## config.mk

```make
export PLATFORM = sky130hd
export DESIGN_NAME = tcw_front
export DESIGN_NICKNAME = d
export VERILOG_FILES = /design/src/tcw_pkg.sv /design/src/tcw_front.sv
export SDC_FILE = /design/constraint.sdc
export NUM_CORES = 1
export LEC_CHECK = 0
export BUFFER_PORTS_ARGS = -buffer_cell sky130_fd_sc_hd__buf_4
export CORE_AREA = 3 3 40 42
export DETAILED_ROUTE_END_ITERATION = 7
export DIE_AREA = 0 0 43 45
export GPL_TIMING_DRIVEN = 0
export SYNTH_ARGS = -nofsm -noshare
export SYNTH_HDL_FRONTEND = slang
export SYNTH_SLANG_ARGS = --single-unit
```

## constraint.sdc

```tcl
create_clock -name vclk -period 3.4
set_clock_uncertainty 0.05 [all_clocks]
set_input_delay 0.68 -clock vclk [all_inputs]
set_output_delay 0.68 -clock vclk [all_outputs]
set_load 0.02 [all_outputs]
```

## src/tcw_pkg.sv

```systemverilog
// ----------------------------------------------------------------------------
// tcw_pkg
// Shared types and constants of the text console writer.
// ----------------------------------------------------------------------------
package tcw_pkg;

  localparam int COLUMNS_DEF = 80;
  localparam int ROWS_DEF    = 25;

  localparam int FUNC_W    = 2;
  localparam int CHAR_W    = 8;
  localparam int IDX_W     = 11;
  localparam int COL_OUT_W = 7;
  localparam int ROW_OUT_W = 5;
  localparam int CELL_W    = 16;

  localparam int S_TDATA_W = 24;
  localparam int M_TDATA_W = 32;

  localparam int QUEUE_DEPTH = 2;

  localparam logic [FUNC_W-1:0] FUNC_PUT   = 2'd0;
  localparam logic [FUNC_W-1:0] FUNC_CLEAR = 2'd1;
  localparam logic [FUNC_W-1:0] FUNC_READ  = 2'd2;

  localparam logic [CHAR_W-1:0] CHAR_NULL    = 8'h00;
  localparam logic [CHAR_W-1:0] CHAR_NEWLINE = 8'h0A;
  localparam logic [CHAR_W-1:0] CHAR_BLANK   = 8'h20;

  localparam logic [CELL_W-1:0] RESET_CELL       = 16'h0720;
  localparam logic [CHAR_W-1:0] CLEAR_ATTR_RESET = 8'h07;

  typedef enum logic [2:0] {
    OP_PUT,
    OP_NEWLINE,
    OP_NULL,
    OP_CLEAR,
    OP_READ,
    OP_READ_OOR,
    OP_NOP
  } op_e;

  typedef struct packed {
    op_e               op;
    logic [CHAR_W-1:0] char_code;
    logic [IDX_W-1:0]  cell_index;
  } cmd_t;

  typedef struct packed {
    logic [CELL_W-1:0]    cell_data;
    logic                 scrolled;
    logic [ROW_OUT_W-1:0] cursor_row;
    logic [COL_OUT_W-1:0] cursor_col;
  } res_t;

endpackage

```

## src/tcw_front.sv

```systemverilog
// ----------------------------------------------------------------------------
// tcw_front
// Input side: unpacks stream words and classifies them into commands.
// ----------------------------------------------------------------------------
module tcw_front #(
  parameter int COLUMNS = tcw_pkg::COLUMNS_DEF,
  parameter int ROWS    = tcw_pkg::ROWS_DEF
) (
  input  logic                           s_axis_tvalid_i,
  output logic                           s_axis_tready_o,
  input  logic [tcw_pkg::S_TDATA_W-1:0]  s_axis_tdata_i,
  input  logic [tcw_pkg::FUNC_W-1:0]     s_axis_tuser_i,
  input  logic                           run_i,
  output logic                           cmd_valid_o,
  input  logic                           cmd_ready_i,
  output tcw_pkg::cmd_t                  cmd_o
);

  localparam int CELLS = COLUMNS * ROWS;

  logic [tcw_pkg::CHAR_W-1:0] char_code;
  logic [tcw_pkg::IDX_W-1:0]  cell_index;

  assign char_code  = s_axis_tdata_i[tcw_pkg::CHAR_W-1:0];
  assign cell_index = s_axis_tdata_i[tcw_pkg::CHAR_W +: tcw_pkg::IDX_W];

  // hold off the stream until the store has been initialized
  assign s_axis_tready_o = cmd_ready_i && run_i;
  assign cmd_valid_o     = s_axis_tvalid_i && run_i;

  always_comb begin
    cmd_o.char_code  = char_code;
    cmd_o.cell_index = cell_index;
    case (s_axis_tuser_i)
      tcw_pkg::FUNC_PUT: begin
        if (char_code == tcw_pkg::CHAR_NULL) begin
          cmd_o.op = tcw_pkg::OP_NULL;
        end else if (char_code == tcw_pkg::CHAR_NEWLINE) begin
          cmd_o.op = tcw_pkg::OP_NEWLINE;
        end else begin
          cmd_o.op = tcw_pkg::OP_PUT;
        end
      end
      tcw_pkg::FUNC_CLEAR: cmd_o.op = tcw_pkg::OP_CLEAR;
      tcw_pkg::FUNC_READ: begin
        if (32'(cell_index) < CELLS) begin
          cmd_o.op = tcw_pkg::OP_READ;
        end else begin
          cmd_o.op = tcw_pkg::OP_READ_OOR;
        end
      end
      default: cmd_o.op = tcw_pkg::OP_NOP;
    endcase
  end

endmodule

```

==> flow_summary.ini, run 1 <==
[timing]
maxSlewViolCount = 0
finalHoldViolations = 0
maxSlewHeadroom_pct = 75.6
grt_setup_unrepaired = false
tns_ps = 0
min_period_ps = 2440
setup_viol = 0
tightest_slew_ps = 363
fmax_mhz = 409
finalCritPeriodShare_pct = 71.8

[grt]
track_usage_pct = 8.54
grt_pass1_wl_mm = 1.37
grt_max_degree = 5
overflow = 0
grt_pass1_vias = 366
antenna_found_initial = 0

[synthesis]
synth_fa_ha_area_share_pct = 0
synth-simple-area-share_pct = 26.1
synth_cells = 32
synth_cell_types = 10
synth_area_um2 = 220
syn-num-nets = 61
synth_compound_area_share_pct = 7.39
yosysSeqAreaShare_pct = 0
muxShareOfSynthArea_pct = 0
synth_top_family_by_area = buffers and inverters
synth_xor_area_share_pct = 0
yosys_warnings = 0
synth.avg_cell_area_um2 = 6.88

[power]
p_switching_uw = 35.4
power_leakage_uw = 0.000326
seqPwrFrac_pct = 0
clkPwrFrac_pct = 0
intPower_uw = 48.8
combinationalPowerShare_pct = 100.0
pwr_density_cell_mw_per_mm2 = 148
switching_share_pct = 42.1
vdd_drop_max_mv = 0.0490

[finish]
stdcell_area_um2 = 569
most-common-layout-cells = buf_4 (63), nor2_1 (3), nand4_1 (2), and2_1 (2)
flops_and_latches = 0
fin_nets = 107
final_common_cell = buf_4
regArea_um2 = 0
n_clock_buffer = 0
final_util_pct = 44.3
n_fill_cell = 135
diodes = 0
area_delta_synth_final_pct = 159
drive_gt1_share_pct = 84.2

[floorplanning]
die_x_um = 43
core_area_mm2 = 0.00128
fp-row-count = 13
io_pins = 53
initial_core_util_pct = 17.1
dieArea_mm2 = 0.00194
die_y_um = 45

[setup_path]
worst_ep_required_time_ps = 2670
worstPathArrival_ps = 1710
cp_max_fo = 2
start_kind = primary input
path_class = primary input to output port
cp-end-kind = output port

[cts]
cts_resized = 0
post-cts-setup-buffers = 0
cts_hold_buf = 0

[drt]
vias = 353
antenna_left = 0
drc = 0
drtIter0Drc = 1
via_per_inst = 3.88
wl_um = 800
wire_per_inst_um = 8.79
firstDrtPassIters = 3

[placed_design]
io_buffers = 44
dpl.hpwl_um = 772
place_area_um2 = 569
place.gp.congestion = 0.652

[status]
status = complete, no violations

[flow_run]
cap_violations = 0

[hold_path]
holdCritPathClass = primary input to output port
==> per-stage QoR <==
stage | setup WS [ps] | std cells | total power, uW | hold slack [ps]
final | 958 | 91 | 84.3 | 1510
after global placement | 967 | 91 | 84.2 | 1510
after global routing | 884 | 91 | 90.5 | 1510
after CTS | 949 | 91 | 85.3 | 1510
after floorplan | 1040 | 32 | 41.4 | 1420
after detailed placement | 952 | 91 | 85.1 | 1510
==> metal layers <==
layer | vias up | GRT usage, % | wire length, um
met5 | - | 0 | 0
met4 | 0 | 0 | 0
met3 | 0 | 0.398 | 118
met2 | 29 | 17.1 | 401
met1 | 147 | 10.7 | 280
li1 | 177 | - | -
==> area by class of cell <==
type / instances / area, um^2 / share of cell area, %
Multi-Input combinational cell: 12 / 73.8 / 13.0
Tap cell: 15 / 18.8 / 3.30
Buffer: 20 / 146 / 25.7
Timing Repair Buffer: 44 / 330 / 58.0
==> worst paths after layout <==
path,start,to,slack (ps),cells after the start
max,s_axis_tdata_i[16],cmd_o[19],960,5
min,s_axis_tdata_i[10],cmd_o[2],1510,2
==> worst max-delay path, cell delays in order <==
cell and delay, ps:
buf_4 80, nand4_1 100, or4b_1 470, a22oi_1 200, buf_4 170
==> power by group through the flow <==
stage                     clock network [uW]  registers, uW  logic, uW
after floorplan                            0              0       41.4
after global placement                     0              0       84.2
after detailed placement                   0              0       85.1
after CTS                                  0              0       85.3
after global routing                       0              0       90.5
final                                      0              0       84.3
==> cells by family after synthesis <==
logic type / Yosys count
AND/OR/NAND/NOR: 10
buffers and inverters: 20
AO/OA/AOI/OAI: 2
==> synth_stat cells <==
master,count,area (um^2)
a22oi_1,1,7.51
a31o_2,1,8.76
and2_1,2,12.5
buf_4,19,143
clkbuf_1,1,3.75
nand4_1,2,12.5
nor2_1,3,11.3
nor3_1,1,5.00
nor4_1,1,6.26
or4b_1,1,10.0
Power figures use the tool's default switching activity.
==> inputs of run 2 (changes only) <==
- ABC_AREA: not set -> 1
- PLACE_DENSITY: not set -> 0.71
- clock period: 3.4 -> 2 ns (I/O delays scaled with it)
==> flow_summary.ini, run 2 <==
[status]
status = complete, no violations

[power]
intPower_uw = 84.9
power_leakage_uw = 0.000410
seqPwrFrac_pct = 0
clkPwrFrac_pct = 0
pwr_density_cell_mw_per_mm2 = 239
combinationalPowerShare_pct = 100.0
vdd_drop_max_mv = 0.0800
switching_share_pct = 43.3
p_switching_uw = 65.0

[setup_path]
worstPathArrival_ps = 1050
crit_top_cell = nand2_1
slowest_delay_ps = 130
worstSetupEndpoint = cmd_o[19]
cp_cell_sequence = buf_4 -> inv_1 -> nand2_1 -> nor2_2 -> nand2_1 -> nand2_1 -> nand2_1 -> inv_1 -> buf_4
crit_path_top_delay_cell = buf_4
cp-end-kind = output port
cp_max_fo = 2
worst_ep_required_time_ps = 1550
crit_start = s_axis_tdata_i[4]
path_class = primary input to output port
start_kind = primary input

[synthesis]
synth.avg_cell_area_um2 = 5.24
ys_top_cells_by_count = buf_4 (19), nand2_1 (15), inv_1 (10)
syn-num-nets = 82
yosys_warnings = 0
synth_cell_types = 8
synth_area_um2 = 278
yosysMostFrequentCell = buf_4
yosysTopAreaCellShare_pct = 51.4
synth_cells = 53
synth_area_leaders = buf_4 (51%), nand2_1 (20%), inv_1 (14%), nor2_1 (6.8%), nand3b_1 (2.7%)
yosys.area.top_type = buf_4
yosysSeqAreaShare_pct = 0

[timing]
finalCritPeriodShare_pct = 75.1
setup_slack_ps = 497
maxSlewViolCount = 0
tightest_slew_ps = 167
maxSlewHeadroom_pct = 88.8
tns_ps = 0
min_period_ps = 1500
fmax_mhz = 665
finalHoldViolations = 0
setup_viol = 0
grt_setup_unrepaired = false

[cts]
post-cts-setup-buffers = 0
cts_resized = 0
cts_hold_buf = 0

[finish]
most-common-layout-cells = buf_4 (63), nand2_1 (15), inv_1 (10)
area_delta_synth_final_pct = 126
drive_gt1_share_pct = 66.0
flops_and_latches = 0
diodes = 0
fin_nets = 128
multiInputGateArea_um2 = 93.8
regArea_um2 = 0
n_fill_cell = 141
n_clock_buffer = 0
final_common_cell = buf_4

[drt]
vias = 406
wl_um = 826
antenna_left = 0
firstDrtPassIters = 1
drtIter0Drc = 0
via_per_inst = 3.63
drc = 0
wire_per_inst_um = 7.38

[grt]
grt_pass1_vias = 369
grt_pass1_wl_mm = 1.28
grt_max_degree = 5
overflow = 0
track_usage_pct = 7.88
antenna_found_initial = 0

[placed_design]
dpl_worst_slack_ps = 489
io_buffers = 44
place.gp.congestion = 0.612
dpl.hpwl_um = 790

[floorplanning]
dieArea_mm2 = 0.00194
initial_core_util_pct = 21.6
die_y_um = 45
core_area_mm2 = 0.00128
io_pins = 53
fp-row-count = 13
die_x_um = 43

[hold_path]
holdCritPathClass = primary input to output port
worstHoldPathCells = 2

[flow_run]
cap_violations = 0
[run 2: changes by cell type in the layout (fill, tap and decap cells not counted)]
cell / before / now
nand2_1: 0 / 15
nand3b_1: 0 / 1
inv_1: 0 / 10
or4b_1: 1 / 0
nand4_1: 2 / 0
nor2_1: 3 / 5
nor4_1: 1 / 0
and2_1: 2 / 0
a22oi_1: 1 / 0
nor2_2: 0 / 1
a31o_2: 1 / 0
[run 2: cell families after synthesis]
kind of cell | after synthesis | share of synthesized area (%)
simple gates | 23 | 33.8
buf+inv | 30 | 66.2
[run 2: metrics by stage]
step	hold WS (ps)	util [%]	std cells	cell area [um^2]	total power [uW]
2_1_floorplan	863	-	53	278	76.8
3_3_place_gp	948	48.8	112	627	149
3_5_place_dp	948	48.8	112	627	152
4_1_cts	948	48.8	112	627	152
5_1_grt	955	48.8	112	627	162
6_report	947	48.8	112	627	150
[run 2: worst max-delay path: cells and delay by family]
kind          cells  cell delay (ps)
buf+inv           4              320
simple gates      5              320
[run 2: cell type report]
class              instances  share of cell area (%)
multi-input cells         23                    15.0
inverters                 10                    5.99
plain buffers             20                    23.4
well taps                 15                    2.99
repair buffers            44                    52.7
[run 2: power by group through the flow]
stage	sequential, uW	combinational [uW]	clock (uW)
CTS	0	152	0
global placement	0	149	0
global route	0	162	0
detailed placement	0	152	0
finish	0	150	0
floorplan	0	76.8	0
[run 2: worst min-delay path by stage]
stage                to  slack, ps                from
6_report       cmd_o[1]        950   s_axis_tdata_i[9]
5_1_grt        cmd_o[1]        960   s_axis_tdata_i[9]
4_1_cts        cmd_o[2]        950  s_axis_tdata_i[10]
3_5_place_dp   cmd_o[2]        950  s_axis_tdata_i[10]
3_3_place_gp   cmd_o[3]        950  s_axis_tdata_i[11]
2_1_floorplan  cmd_o[0]        860   s_axis_tdata_i[8]
[run 2: routing by layer]
layer | up-vias | GRT usage (%) | routed length [um] | part of all wire [%]
met5 | - | 0 | 0 | 0
met4 | 0 | 0 | 0 | 0
met3 | 0 | 0.797 | 141 | 17
met2 | 29 | 17.4 | 429 | 52
met1 | 158 | 8.33 | 255 | 31
li1 | 219 | - | - | -
==> inputs of run 3 (changes only) <==
- clock period: 2 -> 1.3 ns (I/O delays scaled with it)
==> flow_summary.ini, run 3 (synthesis results as in run 2) <==
[status]
status = complete, no violations

[setup_path]
slowest_delay_ps = 110
cp-end-kind = output port
worstPathArrival_ps = 910
path_delay_family = buffers and inverters
worst_ep_required_time_ps = 990
crit_path_top_delay_cell = buf_4
cp_max_fo = 2
path_class = primary input to output port
cp_cell_sequence = buf_4 -> inv_1 -> nand2_2 -> nor2_4 -> nand2_1 -> nand2_1 -> nand2_1 -> inv_1 -> buf_6
start_kind = primary input
crit_top_cell = nand2_1
path_buf_inv = 4

[finish]
regArea_um2 = 0
fin_nets = 128
area_delta_synth_final_pct = 130
diodes = 0
most-common-layout-cells = buf_4 (62), nand2_1 (14), inv_1 (10)
flops_and_latches = 0
stdcell_area_um2 = 638
final_common_cell = buf_4
drive_gt1_share_pct = 67.0
n_clock_buffer = 0

[timing]
fmax_mhz = 819
tns_ps = 0
tightest_slew_ps = 167
finalCritPeriodShare_pct = 93.9
maxSlewViolCount = 0
setup_viol = 0
min_period_ps = 1220
maxSlewHeadroom_pct = 88.8
holdWs_ps = 667
finalHoldViolations = 0
grt_setup_unrepaired = false

[placed_design]
io_buffers = 44
dpl.hpwl_um = 790
place.gp.congestion = 0.612
place_area_um2 = 627

[hold_path]
holdCritPathClass = primary input to output port

[grt]
grt_max_degree = 5
grt_pass1_wl_mm = 1.28
overflow = 0
track_usage_pct = 7.88
grt_pass1_vias = 369
antenna_found_initial = 0

[floorplanning]
io_pins = 53
initial_core_util_pct = 21.6
die_x_um = 43
core_area_mm2 = 0.00128
fp-row-count = 13
dieArea_mm2 = 0.00194
die_y_um = 45

[drt]
drc = 0
antenna_left = 0
wire_per_inst_um = 7.47
via_per_inst = 3.67
firstDrtPassIters = 1
vias = 411
wl_um = 837
drtIter0Drc = 0

[power]
power_leakage_uw = 0.000412
vdd_drop_max_mv = 0.127
pwr_density_cell_mw_per_mm2 = 368

[cts]
post-cts-setup-buffers = 0
cts_resized = 0
cts_hold_buf = 0

[flow_run]
cap_violations = 0
## run 3: changes by cell type in the layout (fill, tap and decap cells not counted)
cell,previous run,this run
buf_4,63,62
buf_6,0,1
nand2_1,15,14
nand2_2,0,1
nor2_2,1,0
nor2_4,0,1
## run 3: final timing paths
| check | end | start | cells after the start | slack (ps) |
|---|---|---|---|---|
| max | cmd_o[19] | s_axis_tdata_i[6] | 9 | 80 |
| min | cmd_o[1] | s_axis_tdata_i[9] | 2 | 670 |
## run 3: final cells by class
cell class                      count  area (um^2)
Fill cell                         143          647
Timing Repair Buffer               44          334
Buffer                             20          146
Multi-Input combinational cell     23          101
Inverter                           10         37.5
Tap cell                           15         18.8
## run 3: through the flow
stage          setup WS, ps  utilization (%)  power, uW  std cells
2_1_floorplan           271                -        118         53
3_3_place_gp           63.7             48.8        229        112
3_5_place_dp           69.1             48.8        233        112
4_1_cts                67.1             48.8        234        112
5_1_grt                5.66             49.7        253        112
6_report               79.6             49.7        235        112
## run 3: per-layer routing
| metal | vias to the layer above | share of wire (%) | GRT usage (%) |
|---|---|---|---|
| met2 | 29 | 52 | 17.4 |
| met1 | 163 | 31 | 8.33 |
| met4 | 0 | 0 | 0 |
| li1 | 219 | - | - |
| met5 | - | 0 | 0 |
| met3 | 0 | 17 | 0.797 |
## run 3: power by group
| group | leakage, uW | switching (uW) | internal, uW |
|---|---|---|---|
| sequential | 0 | 0 | 0 |
| combinational | 0.000412 | 102 | 133 |
| clock | 0 | 0 | 0 |
| total | 0.000412 | 102 | 133 |
