File: config.mk
export PLATFORM = sky130hd
export DESIGN_NAME = tcw_queue
export DESIGN_NICKNAME = d
export VERILOG_FILES = /design/src/tcw_pkg.sv /design/src/tcw_queue.sv
export SDC_FILE = /design/constraint.sdc
export NUM_CORES = 1
export LEC_CHECK = 0
export ABC_CLOCK_PERIOD_IN_PS = 4520
export BUFFER_PORTS_ARGS = -buffer_cell sky130_fd_sc_hd__buf_4
export CAP_MARGIN = 10
export CORE_MARGIN = 2
export CORE_UTILIZATION = 54
export CTS_CLUSTER_SIZE = 20
export DETAILED_ROUTE_END_ITERATION = 8
export MAX_ROUTING_LAYER = met4
export PLACE_DENSITY_LB_ADDON = 0.12
export SLEW_MARGIN = 15
export SYNTH_ARGS = -nofsm -noshare
export SYNTH_HDL_FRONTEND = slang
export SYNTH_SLANG_ARGS = --single-unit
File: constraint.sdc
create_clock -name clk_i -period 4.52 [get_ports clk_i]
set_clock_uncertainty 0.2 [all_clocks]
set_input_delay 0.226 -clock clk_i [delete_from_list [all_inputs] [get_ports clk_i]]
set_output_delay 0.226 -clock clk_i [all_outputs]
set_load 0.005 [all_outputs]
File: src/tcw_pkg.sv
// ----------------------------------------------------------------------------
// tcw_pkg
// Shared types and constants of the text console writer.
// ----------------------------------------------------------------------------
package tcw_pkg;

  localparam int COLUMNS_DEF = 80;
  localparam int ROWS_DEF    = 25;

  localparam int FUNC_W    = 2;
  localparam int CHAR_W    = 8;
  localparam int IDX_W     = 11;
  localparam int COL_OUT_W = 7;
  localparam int ROW_OUT_W = 5;
  localparam int CELL_W    = 16;

  localparam int S_TDATA_W = 24;
  localparam int M_TDATA_W = 32;

  localparam int QUEUE_DEPTH = 2;

  localparam logic [FUNC_W-1:0] FUNC_PUT   = 2'd0;
  localparam logic [FUNC_W-1:0] FUNC_CLEAR = 2'd1;
  localparam logic [FUNC_W-1:0] FUNC_READ  = 2'd2;

  localparam logic [CHAR_W-1:0] CHAR_NULL    = 8'h00;
  localparam logic [CHAR_W-1:0] CHAR_NEWLINE = 8'h0A;
  localparam logic [CHAR_W-1:0] CHAR_BLANK   = 8'h20;

  localparam logic [CELL_W-1:0] RESET_CELL       = 16'h0720;
  localparam logic [CHAR_W-1:0] CLEAR_ATTR_RESET = 8'h07;

  typedef enum logic [2:0] {
    OP_PUT,
    OP_NEWLINE,
    OP_NULL,
    OP_CLEAR,
    OP_READ,
    OP_READ_OOR,
    OP_NOP
  } op_e;

  typedef struct packed {
    op_e               op;
    logic [CHAR_W-1:0] char_code;
    logic [IDX_W-1:0]  cell_index;
  } cmd_t;

  typedef struct packed {
    logic [CELL_W-1:0]    cell_data;
    logic                 scrolled;
    logic [ROW_OUT_W-1:0] cursor_row;
    logic [COL_OUT_W-1:0] cursor_col;
  } res_t;

endpackage

File: src/tcw_queue.sv
// ----------------------------------------------------------------------------
// tcw_queue
// Short command FIFO between the classifier and the screen engine.
// ----------------------------------------------------------------------------
module tcw_queue (
  input  logic          clk_i,
  input  logic          rst_ni,
  input  logic          in_valid_i,
  output logic          in_ready_o,
  input  tcw_pkg::cmd_t in_cmd_i,
  output logic          out_valid_o,
  input  logic          out_ready_i,
  output tcw_pkg::cmd_t out_cmd_o
);

  localparam int PW = (tcw_pkg::QUEUE_DEPTH > 1) ? $clog2(tcw_pkg::QUEUE_DEPTH) : 1;
  localparam int CW = $clog2(tcw_pkg::QUEUE_DEPTH + 1);

  tcw_pkg::cmd_t  slots_q [tcw_pkg::QUEUE_DEPTH];
  logic [PW-1:0]  wr_ptr_q, wr_ptr_d;
  logic [PW-1:0]  rd_ptr_q, rd_ptr_d;
  logic [CW-1:0]  count_q, count_d;
  logic           push, pop;

  assign in_ready_o  = (count_q != CW'(tcw_pkg::QUEUE_DEPTH));
  assign out_valid_o = (count_q != '0);
  assign out_cmd_o   = slots_q[rd_ptr_q];
  assign push        = in_valid_i && in_ready_o;
  assign pop         = out_valid_o && out_ready_i;

  always_comb begin
    wr_ptr_d = wr_ptr_q;
    rd_ptr_d = rd_ptr_q;
    count_d  = count_q;
    if (push) begin
      wr_ptr_d = (wr_ptr_q == PW'(tcw_pkg::QUEUE_DEPTH - 1)) ? '0 : PW'(wr_ptr_q + 1'b1);
    end
    if (pop) begin
      rd_ptr_d = (rd_ptr_q == PW'(tcw_pkg::QUEUE_DEPTH - 1)) ? '0 : PW'(rd_ptr_q + 1'b1);
    end
    if (push && !pop) begin
      count_d = CW'(count_q + 1'b1);
    end else if (pop && !push) begin
      count_d = CW'(count_q - 1'b1);
    end
  end

  always_ff @(posedge clk_i or negedge rst_ni) begin
    if (!rst_ni) begin
      wr_ptr_q <= '0;
      rd_ptr_q <= '0;
      count_q  <= '0;
    end else begin
      wr_ptr_q <= wr_ptr_d;
      rd_ptr_q <= rd_ptr_d;
      count_q  <= count_d;
    end
  end

  always_ff @(posedge clk_i) begin
    if (push) begin
      slots_q[wr_ptr_q] <= in_cmd_i;
    end
  end

endmodule

==> summary.md, run 1 <==
The flow ran to the end, and the final reports show no timing, DRC or antenna violations. The wire-length estimate of the detail-placed layout is 1.83 mm. For the count of max-cap constraint violations, the log shows 0. The post-route netlist has 47.3% of its cells at a drive strength greater than 1. At the pin with the least slew margin, the transition time is 1070 ps. Summed over all layers, the routed wires come to 3.05 mm. The first global-routing pass estimated 4.53 mm of wire. After global routing, the most crowded layer is met2.

The post-synthesis register bit count came out at 48. The logs give 79.5% for the share of synthesized area occupied by flip-flops and latches and 0 for the initial antenna violation count. For the worst flop-to-flop path, the logic depth is 3.

For the synthesized netlist cell count, the log shows 86. The critical path class was reg2out. The routed design could run at a clock period as short as 2340 ps.

On the critical path, the stage with the largest delay is an instance of sky130_fd_sc_hd__dfrtp_1. For this run, global-route usage on met3 was measured as 6.30%. The worst register-to-register path ends at slots_q[0][8]. For the final routed database, the setup TNS stands at 0 ps.

The count of filler cells inserted in the layout is 192, and the share of the synthesized area in the top cell type is 73.9%. The cell row count is 20, and the largest fanout of any net on the critical path is 23. The endpoint kind of the worst setup timing path was an output pin. Yosys instantiated no cell more often than sky130_fd_sc_hd__edfxtp_1. The number of nets produced by synthesis came out at 113. The startpoint identified for the worst hold timing path is count_q[1]. Of all flip-flops after synthesis, the portion carrying an async set or reset was 8.33%. The average wire per cell in the routed design is 14.5 um, and the static leakage is 0.000961 uW. The type of the worst min-delay path is reg2reg. The number of buffers created by CTS was 5; the worst-skew pair later-pin latency was 360 ps. Dividing the synthesized area by the synthesized cell count gives 20.8 sq um.

The count of nets left with antenna violations once routing finished came out at 0. The number of buffers inserted by post-CTS setup repair is 0. sky130_fd_sc_hd__edfxtp_1 takes more of the synthesized area than any other cell. The total global-route track usage is 18.8%. Across the VDD grid, the largest voltage drop is 0.439 mV.

The growth of design area from synthesis to finish was 40.0%; the final non-filler cell area was 2500 sq um. The initial utilization of the core area, before any placement, comes to 57.6%. The maximum level of the CTS H-tree came out at 2.

Static timing analysis puts the maximum clock frequency at 0.428 GHz. After synthesis, the most frequently instantiated cells are 44 x sky130_fd_sc_hd__edfxtp_1, 22 x sky130_fd_sc_hd__mux2_2, 4 x sky130_fd_sc_hd__dfrtp_1. The die outline area is 3790 sq um, and the count of warnings emitted by yosys is 0. The number of I/O port buffers was 49; the via count of the first global-routing pass was 1011. Last weighted congestion value of the routability-driven placer: 0.642. Traced cell by cell, the critical path runs through mux2_2, buf_4.

The logs give 3100 sq um for the area of the placeable core and 20.6% for the met1 usage. Setup violations remaining at the end of the flow were counted as 0. The depth of the worst hold-timing path is 1, and the number of different library cells in the post-synthesis netlist is 14.

The tightest slew margin relative to the limit came out at 28.3%. The max-slew violation count came out at 0. The final hold violation count was 0.

The remaining global-route overflow is 0, and the number of flops mapped to enable cells by yosys is 44. The final layout contains 193 nets. The power density relative to cell area was 518 nW/um^2; the post-placement cell area was 2190 sq um. From left edge to right edge, the die measures 61.5 um. The repair_antennas step left the layout with diodes totalling 0. In this design, the stage delay of the slowest critical-path cell is 990 ps.

The length of the first detailed-routing pass in iterations is 4. The dominant synthesized flop cell was sky130_fd_sc_hd__edfxtp_1. In this run the deepest clock path goes through 2 buffers. In the global route stage, met2 resource usage came out at 31.0%.

In this run the register-to-register setup slack is 2410 ps. Setup repair after global routing left no endpoint under its margin. Dividing the detail-routed via count by the number of cells gives 4.81. Entering global routing, the biggest net connects 24 pins. After clock tree synthesis, the clock-pin slew on the worst setup and hold paths is 120 ps. The startpoint of the worst-slack reg-to-reg timing path was count_q[0]. The tools report the category of the worst setup path launch point as a flip-flop. At the worst endpoint, the required time is 4090 ps.

End point of the worst hold path: count_q[1]. After layout, the worst path uses 51.7% of the clock period. Clock tree synthesis found a total of 48 sinks. The routed layout has 1014 vias. Data arrives at the worst endpoint at 1910 ps.

For the synthesized area, the log shows 1790 sq um. The tools report the number of top-level design ports as 50. Ranked by total cell area, the synthesized netlist is headed by sky130_fd_sc_hd__edfxtp_1 74%, sky130_fd_sc_hd__mux2_2 14%, sky130_fd_sc_hd__dfrtp_1 5.6%. After detailed routing, the number of remaining DRC violations is 0. The cell chosen for the clock root was sky130_fd_sc_hd__clkbuf_4. The die outline height works out to 61.5 um. TritonCTS built the clock tree.

The number of DRC markers after the initial detailed-route iteration came out at 40.
## stage by stage
step	util, %	power, uW	hold WS (ps)	worst slack (ps)	std cells
floorplan	-	912	-270	2330	86
global placement	70.6	1100	-176	2440	177
CTS	80.7	1310	301	2150	211
detailed placement	70.6	1110	-176	2400	177
finish	80.7	1300	297	2180	211
global route	80.7	1370	329	2070	211
## layer usage
metal | part of all wire (%) | routed length (um)
met1 | 40 | 1210
met2 | 54 | 1640
met3 | 4.8 | 148
met4 | 1.9 | 57
met5 | 0 | 0
## logic make-up after synthesis
family,share of synthesized area [%]
buf+inv,1.47
fa+ha+maj,0.700
flops,79.5
xor+xnor,2.45
mux,13.9
simple gates,2.03
## worst max-delay path by stage
stage | from | endpoint
final | rd_ptr_q | out_cmd_o[4]
after global routing | rd_ptr_q | out_cmd_o[4]
after CTS | rd_ptr_q | out_cmd_o[4]
after detailed placement | count_q[0] | slots_q[0][14]
after global placement | count_q[0] | slots_q[0][14]
after floorplan | count_q[0] | slots_q[0][0]
## critical path, delay by kind of cell (launching register included)
kind | cells | cell delay, ps
buf+inv | 1 | 140
flops | 1 | 990
mux | 1 | 430
## repair_timing
item / 4_1_cts / 5_1_grt
endpoints found under the hold margin: 50 / 0
hold buffers: 26 / 0
resized for setup: 0 / 0
## area by class of cell
| class | instances | area [sq um] | share of cell area, % |
|---|---|---|---|
| well taps | 44 | 55.1 | 2.20 |
| repair buffers | 75 | 628 | 25.1 |
| clock buffers | 6 | 41.3 | 1.65 |
| flip-flops and latches | 48 | 1420 | 56.8 |
| multi-input cells | 35 | 343 | 13.7 |
| inverters | 1 | 3.75 | 0.150 |
| clock inverters | 2 | 11.3 | 0.450 |
## cell usage in the layout, fill, tap and decap left out, drive strengths merged
cell and count:
nand2b 1, dfrtp 4, buf 49, nand2 2, clkinv 1, or2 1
clkinvlp 1, inv 1, nor2 2, clkbuf 6, dlygate4sd3 26, mux2 22
edfxtp 44, xor2 2, and3 1, ha 1, xnor2 3
## state kept, by name, summed over array words and instances, names as in the netlist
name      count
wr_ptr_q      1
count_q       2
slots_q      44
rd_ptr_q      1
## power breakdown
part	internal (uW)	switching (uW)
combinational	267	164
sequential	612	70.9
clock	59.3	125
total	938	360
Note: power is estimated with default switching activity, not from simulation.
==> inputs of run 2 (changes only) <==
ABC_CLOCK_PERIOD_IN_PS = 1920   (was 4520)
CORE_UTILIZATION = 46   (was 54)
clock period = 1.92 ns   (was 4.52 ns; I/O delays follow)
==> summary.md, run 2 (synthesized netlist as in run 1, its figures left out) <==
The number of buffers inserted by post-CTS setup repair was 0; the largest fanout of any net on the critical path was 7. Data on the critical path is required at its endpoint by 1620 ps. The kind of cell adding the most delay to the critical path was flip-flops.

Per report_power, the clock group accounts for 16.4% of the total. The number of DRC markers after the initial detailed-route iteration is 43, and the tightest slew margin relative to the limit is 86.1%. In this run the tool buffered the top-level ports with 49 buffer cells. The initial antenna violation count is 0. The largest registers in the layout are slots_q x44, count_q x2.

The maximum level of the CTS H-tree is 2. The post-route netlist has 50.0% of its cells at a drive strength greater than 1. The sum of negative setup slack is 0 ps. For the via total after detailed routing, the log shows 1021. The logs give 2400 uW for the internal power component and 280 ps for the worst-skew pair later-pin latency. Across the run, the number of max-cap violations was 0. The final period demand of the worst path is 1730 ps. Dividing the final minimum period by the clock period gives 90.4%. After legalization and detailed placement, the total HPWL measured 2.00 mm.

Traced cell by cell, the critical path runs through buf_4, mux2_2, buf_4. Across the VDD grid, the largest voltage drop is 0.822 mV. The largest individual stage delay along the critical path comes from the cell sky130_fd_sc_hd__dfrtp_2.

The share of total power consumed by net switching was 26.5%. The number of buffers and inverters on the critical path is 2. In this run the vertical extent of the chip is 66.3 um. Number of top-level design ports: 50. For this block, the routed nets add up to 3.09 mm of wire. For the worst-case clock buffer depth, the log shows 2. TritonCTS built the clock tree. STA classifies the critical path endpoint as an output pin.

The cell seen most often among critical-path stages was sky130_fd_sc_hd__buf_4. The overall die width is 66.3 um, and the post-layout worst setup margin is 185 ps. After global routing the overflow that remains totals 0. The final hold violation count was 0. The tree built by TritonCTS fans out to 48 sinks. After detailed routing, the number of remaining DRC violations is 0. The logs give 16.0% for the total global-route track usage and 5 for the number of buffers created by CTS. The tools report the via count of the first global-routing pass as 1089. The congestion estimate from routability-driven global placement came to 0.638. The area of the placeable core came out at 3690 sq um. The floorplan step defined a die boundary enclosing 4400 sq um.

The transition time at the pin with the least slew margin came out at 208 ps. Leaving out fill and tap cells, the most frequent cell in the layout is sky130_fd_sc_hd__buf_4. The part of the total power dissipated in sequential elements is 47.4%, and the maximum single-stage delay on the critical path is 480 ps. Setup violations remaining at the end of the flow were counted as 0. The minimum setup slack after placement was 227 ps; the wire length of the first global-routing pass was 4.99 mm.

The length of the first detailed-routing pass in iterations was 3; the starting utilization of the core area was 48.5%. The worst setup path is launched from a flip-flop. The run finished with clean final reports. Cell chosen for the clock root: sky130_fd_sc_hd__clkbuf_8.

Dividing total power by cell area gives a power density of 1260 nW/um^2. The average wire per cell in the routed design was 14.0 um; the via count normalized by instance count was 4.62. In the layout the commonest cells are 54 x sky130_fd_sc_hd__buf_4, 44 x sky130_fd_sc_hd__edfxtp_1, 26 x sky130_fd_sc_hd__dlygate4sd3_1. Critical path class: reg2out.

The detail route stage leaves a number of antenna-violating nets equal to 0. In this run the static leakage power is 0.00101 uW. Relative to the synthesized area, the layout overhead comes to 45.1%. Combinational logic is responsible for 36.2% of the overall power.

Ranked by flip-flop count, first place goes to slots_q. Setup repair after global routing left no endpoint under its margin. Max-slew violation count: 0. The critical path data arrival time was 1440 ps. The final-stage net count came out at 199. The floorplan has 22 rows. The clock slew seen by the registers of the worst setup and hold paths came out at 80 ps. Entering global routing, the biggest net connects 14 pins. The flip-flop count of the largest register, all copies and words added is 44, and the net switching power figure is 864 uW. The worst hold path belongs to the class reg2reg.

The maximum clock frequency came out at 0.576 GHz.
-- run 2: through the flow --
step	power (uW)	std cells	hold WS [ps]	cell area (sq um)	util, %
final	3270	221	294	2590	70.4
after global routing	3450	220	316	2590	70.3
after CTS	3300	220	298	2590	70.3
after detailed placement	2720	187	-303	2250	61.1
after global placement	2690	187	-304	2250	61.1
after floorplan	2150	86	-400	1790	-
-- run 2: power by group through the flow --
| stage | registers (uW) | logic (uW) | clock network [uW] |
|---|---|---|---|
| 2_1_floorplan | 1530 | 618 | 0 |
| 3_3_place_gp | 1550 | 1140 | 0 |
| 3_5_place_dp | 1570 | 1150 | 0 |
| 4_1_cts | 1550 | 1200 | 553 |
| 5_1_grt | 1570 | 1290 | 590 |
| 6_report | 1550 | 1180 | 536 |
-- run 2: area by class of cell --
class / count / area (sq um)
Clock buffer: 6 / 72.6
Timing Repair Buffer: 81 / 686
Clock inverter: 1 / 5.00
Inverter: 1 / 3.75
Tap cell: 48 / 60.1
Sequential cell: 48 / 1420
Fill cell: 253 / 1090
Antenna cell: 1 / 2.50
Multi-Input combinational cell: 35 / 343
-- run 2: worst reg2reg max path, cell delays in order (launching register included) --
cell and delay, ps:
sky130_fd_sc_hd__dfrtp_1 420, sky130_fd_sc_hd__nand2b_1 190, sky130_fd_sc_hd__nand2_1 140, sky130_fd_sc_hd__inv_1 60
sky130_fd_sc_hd__ha_1 320, sky130_fd_sc_hd__nor2_1 130, sky130_fd_sc_hd__xor2_1 160
-- run 2: what timing repair did --
item / in CTS / in global routing
hold buffers: 26 / 0
resized for setup: 0 / 1
endpoints found under the setup margin: 0 / 5
hold endpoints to repair: 50 / 0
-- run 2: path summary, 6_finish.rpt --
| path | cells past startpoint | start | slack, ps | end |
|---|---|---|---|---|
| min in group asynchronous | 3 | rst_ni | 510 | count_q[0] |
| max in group asynchronous | 3 | rst_ni | 820 | rd_ptr_q |
| worst min-delay path | 1 | count_q[1] | 290 | count_q[1] |
| worst max-delay path | 3 | rd_ptr_q | 190 | out_cmd_o[16] |
| worst max register to register | 6 | count_q[0] | 220 | count_q[1] |
| worst min register to register | 1 | count_q[1] | 290 | count_q[1] |
-- run 2: layer usage --
metal | routed length [um] | vias up | global-route usage (%)
li1 | - | 499 | -
met1 | 1220 | 489 | 17.9
met4 | 28 | 0 | 6.38
met3 | 160 | 4 | 3.92
met5 | 0 | - | -
met2 | 1690 | 29 | 27.6
==> inputs of run 3 (changes only) <==
CTS_CLUSTER_SIZE = 16   (was 20)
RECOVER_POWER = 50   (was not set)
==> summary.md, run 3 (synthesized netlist as in run 1, its figures left out) <==
Detailed placement finished with a half-perimeter wire length of 2.00 mm. The logs give 1014 for the via total after detailed routing and 14 for the largest net degree at the start of global routing. The sum of negative setup slack was 0 ps. The tree is rooted in a sky130_fd_sc_hd__clkbuf_8.

The worst ir drop on vdd is 0.818 mV, and the number of buffers created by CTS is 5. The clock reaches the later pin of the worst-skew pair after 280 ps. Once routing completed, OpenROAD measured the worst setup slack at 182 ps. The run gives 0 as the remaining global-route overflow. The final-stage net count came out at 199. The logs give 3.06 mm for the detailed-route wire length and 0.000998 uW for the static leakage. The area used by sequential logic in the layout is 1420 sq um. Clock slew seen by the registers of the worst setup and hold paths: 80 ps. Remaining design rule violation count: 0. The die is 66.3 um wide. For the maximum clock frequency, the log shows 0.575 GHz. For the pin with the worst max-slew slack, the measured transition is 270 ps.

Of the total power, the share spent switching nets is 26.5%. The logs give 52 for the number of DRC markers after the initial detailed-route iteration and 256 for the count of filler cells inserted in the layout. The register with the most flip-flops in the layout has 44 of them. The detailed router put a total of 1.17 mm of wire on met1. Once the floorplan was initialized, standard cells occupied 48.5% of the core. The die covers 4400 sq um. The tools report the length of the first detailed-routing pass in iterations as 3.

The worst setup path is captured at an output pin. Ranked by flip-flop count, first place goes to slots_q. The highest routed metal layer was met4. Power spread over the standard cell area amounts to 1260 nW/um^2.

The cell row count is 22, and the number of endpoints failing setup at the final stage is 0. Average wire per cell in the routed design: 13.8 um. For the final hold violation count, the log shows 0. In the final layout, the multi-input gates occupy 343 sq um.

After detailed routing, the number of vias per cell comes to 4.59. The category of the worst setup path launch point was a flip-flop. After floorplanning, the core was sized to cover 3690 sq um.

The critical path class was reg2out. In the layout the commonest cells are 44 x sky130_fd_sc_hd__edfxtp_1, 28 x sky130_fd_sc_hd__buf_4, 26 x sky130_fd_sc_hd__dlygate4sd3_1. The minimum setup slack after placement is 227 ps, and the largest fanout of any net on the critical path is 7. TritonCTS built the clock tree.

The required time reported for the critical path endpoint was 1620 ps; the maximum level of the CTS H-tree was 2. The proportion of layout cells with a drive suffix above 1 was 48.8%. At the end of routability-driven placement, the weighted congestion stood at 0.638.

The post-route fraction of the period consumed by the critical path was 90.5%; the worst-case clock buffer depth was 2. The final period demand of the worst path was 1740 ps. In the final layout, the registers with the most flip-flops are slots_q x44, count_q x2.

The number of placed instances, taps included, is 187. The leading cell type in the layout, fill and taps excluded is sky130_fd_sc_hd__edfxtp_1. The tools report the final-layout worst hold slack as 295 ps.

After layout, the design draws a total of 3250 uW. For the detailed route wirelength on metal3, the log shows 148 um. In this run the worst hold path is classified as reg2reg.

Once detail routing completed, the nets flagged for antenna violations numbered 0. Cell internal power was estimated by the tool at 2390 uW. The via count of the first global-routing pass is 1089. The net switching power figure is 860 uW.

The number of top-level design ports was 50; the number of I/O port buffers was 49. The max-slew violation count came out at 0. The count of non-filler cells in the finished layout is 221. The flow ran to the end, and the final reports show no timing, DRC or antenna violations. From synthesis to final layout, the design area changed by 44.6%. Clock tree synthesis found a total of 48 sinks.

In the detailed route, the total length drawn on met2 is 1.71 mm. Max-cap violations in this run came to 0. In this run the tightest slew margin relative to its limit is 82.0%. The run gives 4.99 mm as the wire length of the first global-routing pass.

The initial antenna violation count is 0, and the share of power burned in combinational logic is 35.9%. Measured along the y axis, the die boundary spans 66.3 um. In this run, flip-flops and latches consume 47.6% of the power. Of the total power, the clock network draws 16.5%.

In the global route stage, overall resource usage came out at 16.0%. Critical path data arrival time: 1440 ps. Setup repair after global routing left no endpoint under its margin.
## run 3: cell type report
| class | instances | area share [%] |
|---|---|---|
| tap | 48 | 2.32 |
| clock inverter | 1 | 0.194 |
| sequential | 48 | 55.0 |
| antenna | 1 | 0.0968 |
| multi-input combinational | 35 | 13.3 |
| timing repair buffer | 81 | 26.1 |
| clock buffer | 6 | 2.81 |
| inverter | 1 | 0.145 |
## run 3: worst paths after layout
path                            start  cells after the start             to  slack (ps)
setup reg to reg           count_q[0]                      6     count_q[1]         230
hold reg to reg            count_q[1]                      1     count_q[1]         300
max in group asynchronous      rst_ni                      3       rd_ptr_q         800
setup / recovery             rd_ptr_q                      3  out_cmd_o[16]         180
hold / removal             count_q[1]                      1     count_q[1]         300
min in group asynchronous      rst_ni                      3     count_q[0]         520
## run 3: timing repair
action                                  in CTS  in global routing
hold endpoints to repair                    50                  0
hold buffers                                26                  0
endpoints found under the setup margin       0                  5
resized for setup                            0                  1
setup buffers                                0                  0
## run 3: through the flow
stage / util (%) / instance area, sq um
global route: 70.0 / 2580
floorplan: - / 1790
finish: 70.1 / 2580
detailed placement: 61.1 / 2250
CTS: 70.3 / 2590
global placement: 61.1 / 2250
## run 3: worst max-delay path, stage by stage, from the launching register on
cell and delay, ps:
sky130_fd_sc_hd__dfrtp_2 480, sky130_fd_sc_hd__buf_4 200, sky130_fd_sc_hd__mux2_2 350, sky130_fd_sc_hd__buf_4 140
## run 3: power groups by stage
| stage | Clock, uW | Combinational, uW | Sequential, uW |
|---|---|---|---|
| after floorplan | 0 | 618 | 1530 |
| after global placement | 0 | 1140 | 1550 |
| after detailed placement | 0 | 1150 | 1570 |
| after CTS | 553 | 1200 | 1550 |
| after global routing | 590 | 1270 | 1570 |
| final | 536 | 1170 | 1550 |
## run 3: layer usage
metal / up-vias / GRT usage, %
li1: 497 / -
met1: 484 / 17.9
met2: 29 / 27.6
met3: 4 / 3.92
met4: 0 / 6.38
met5: - / -
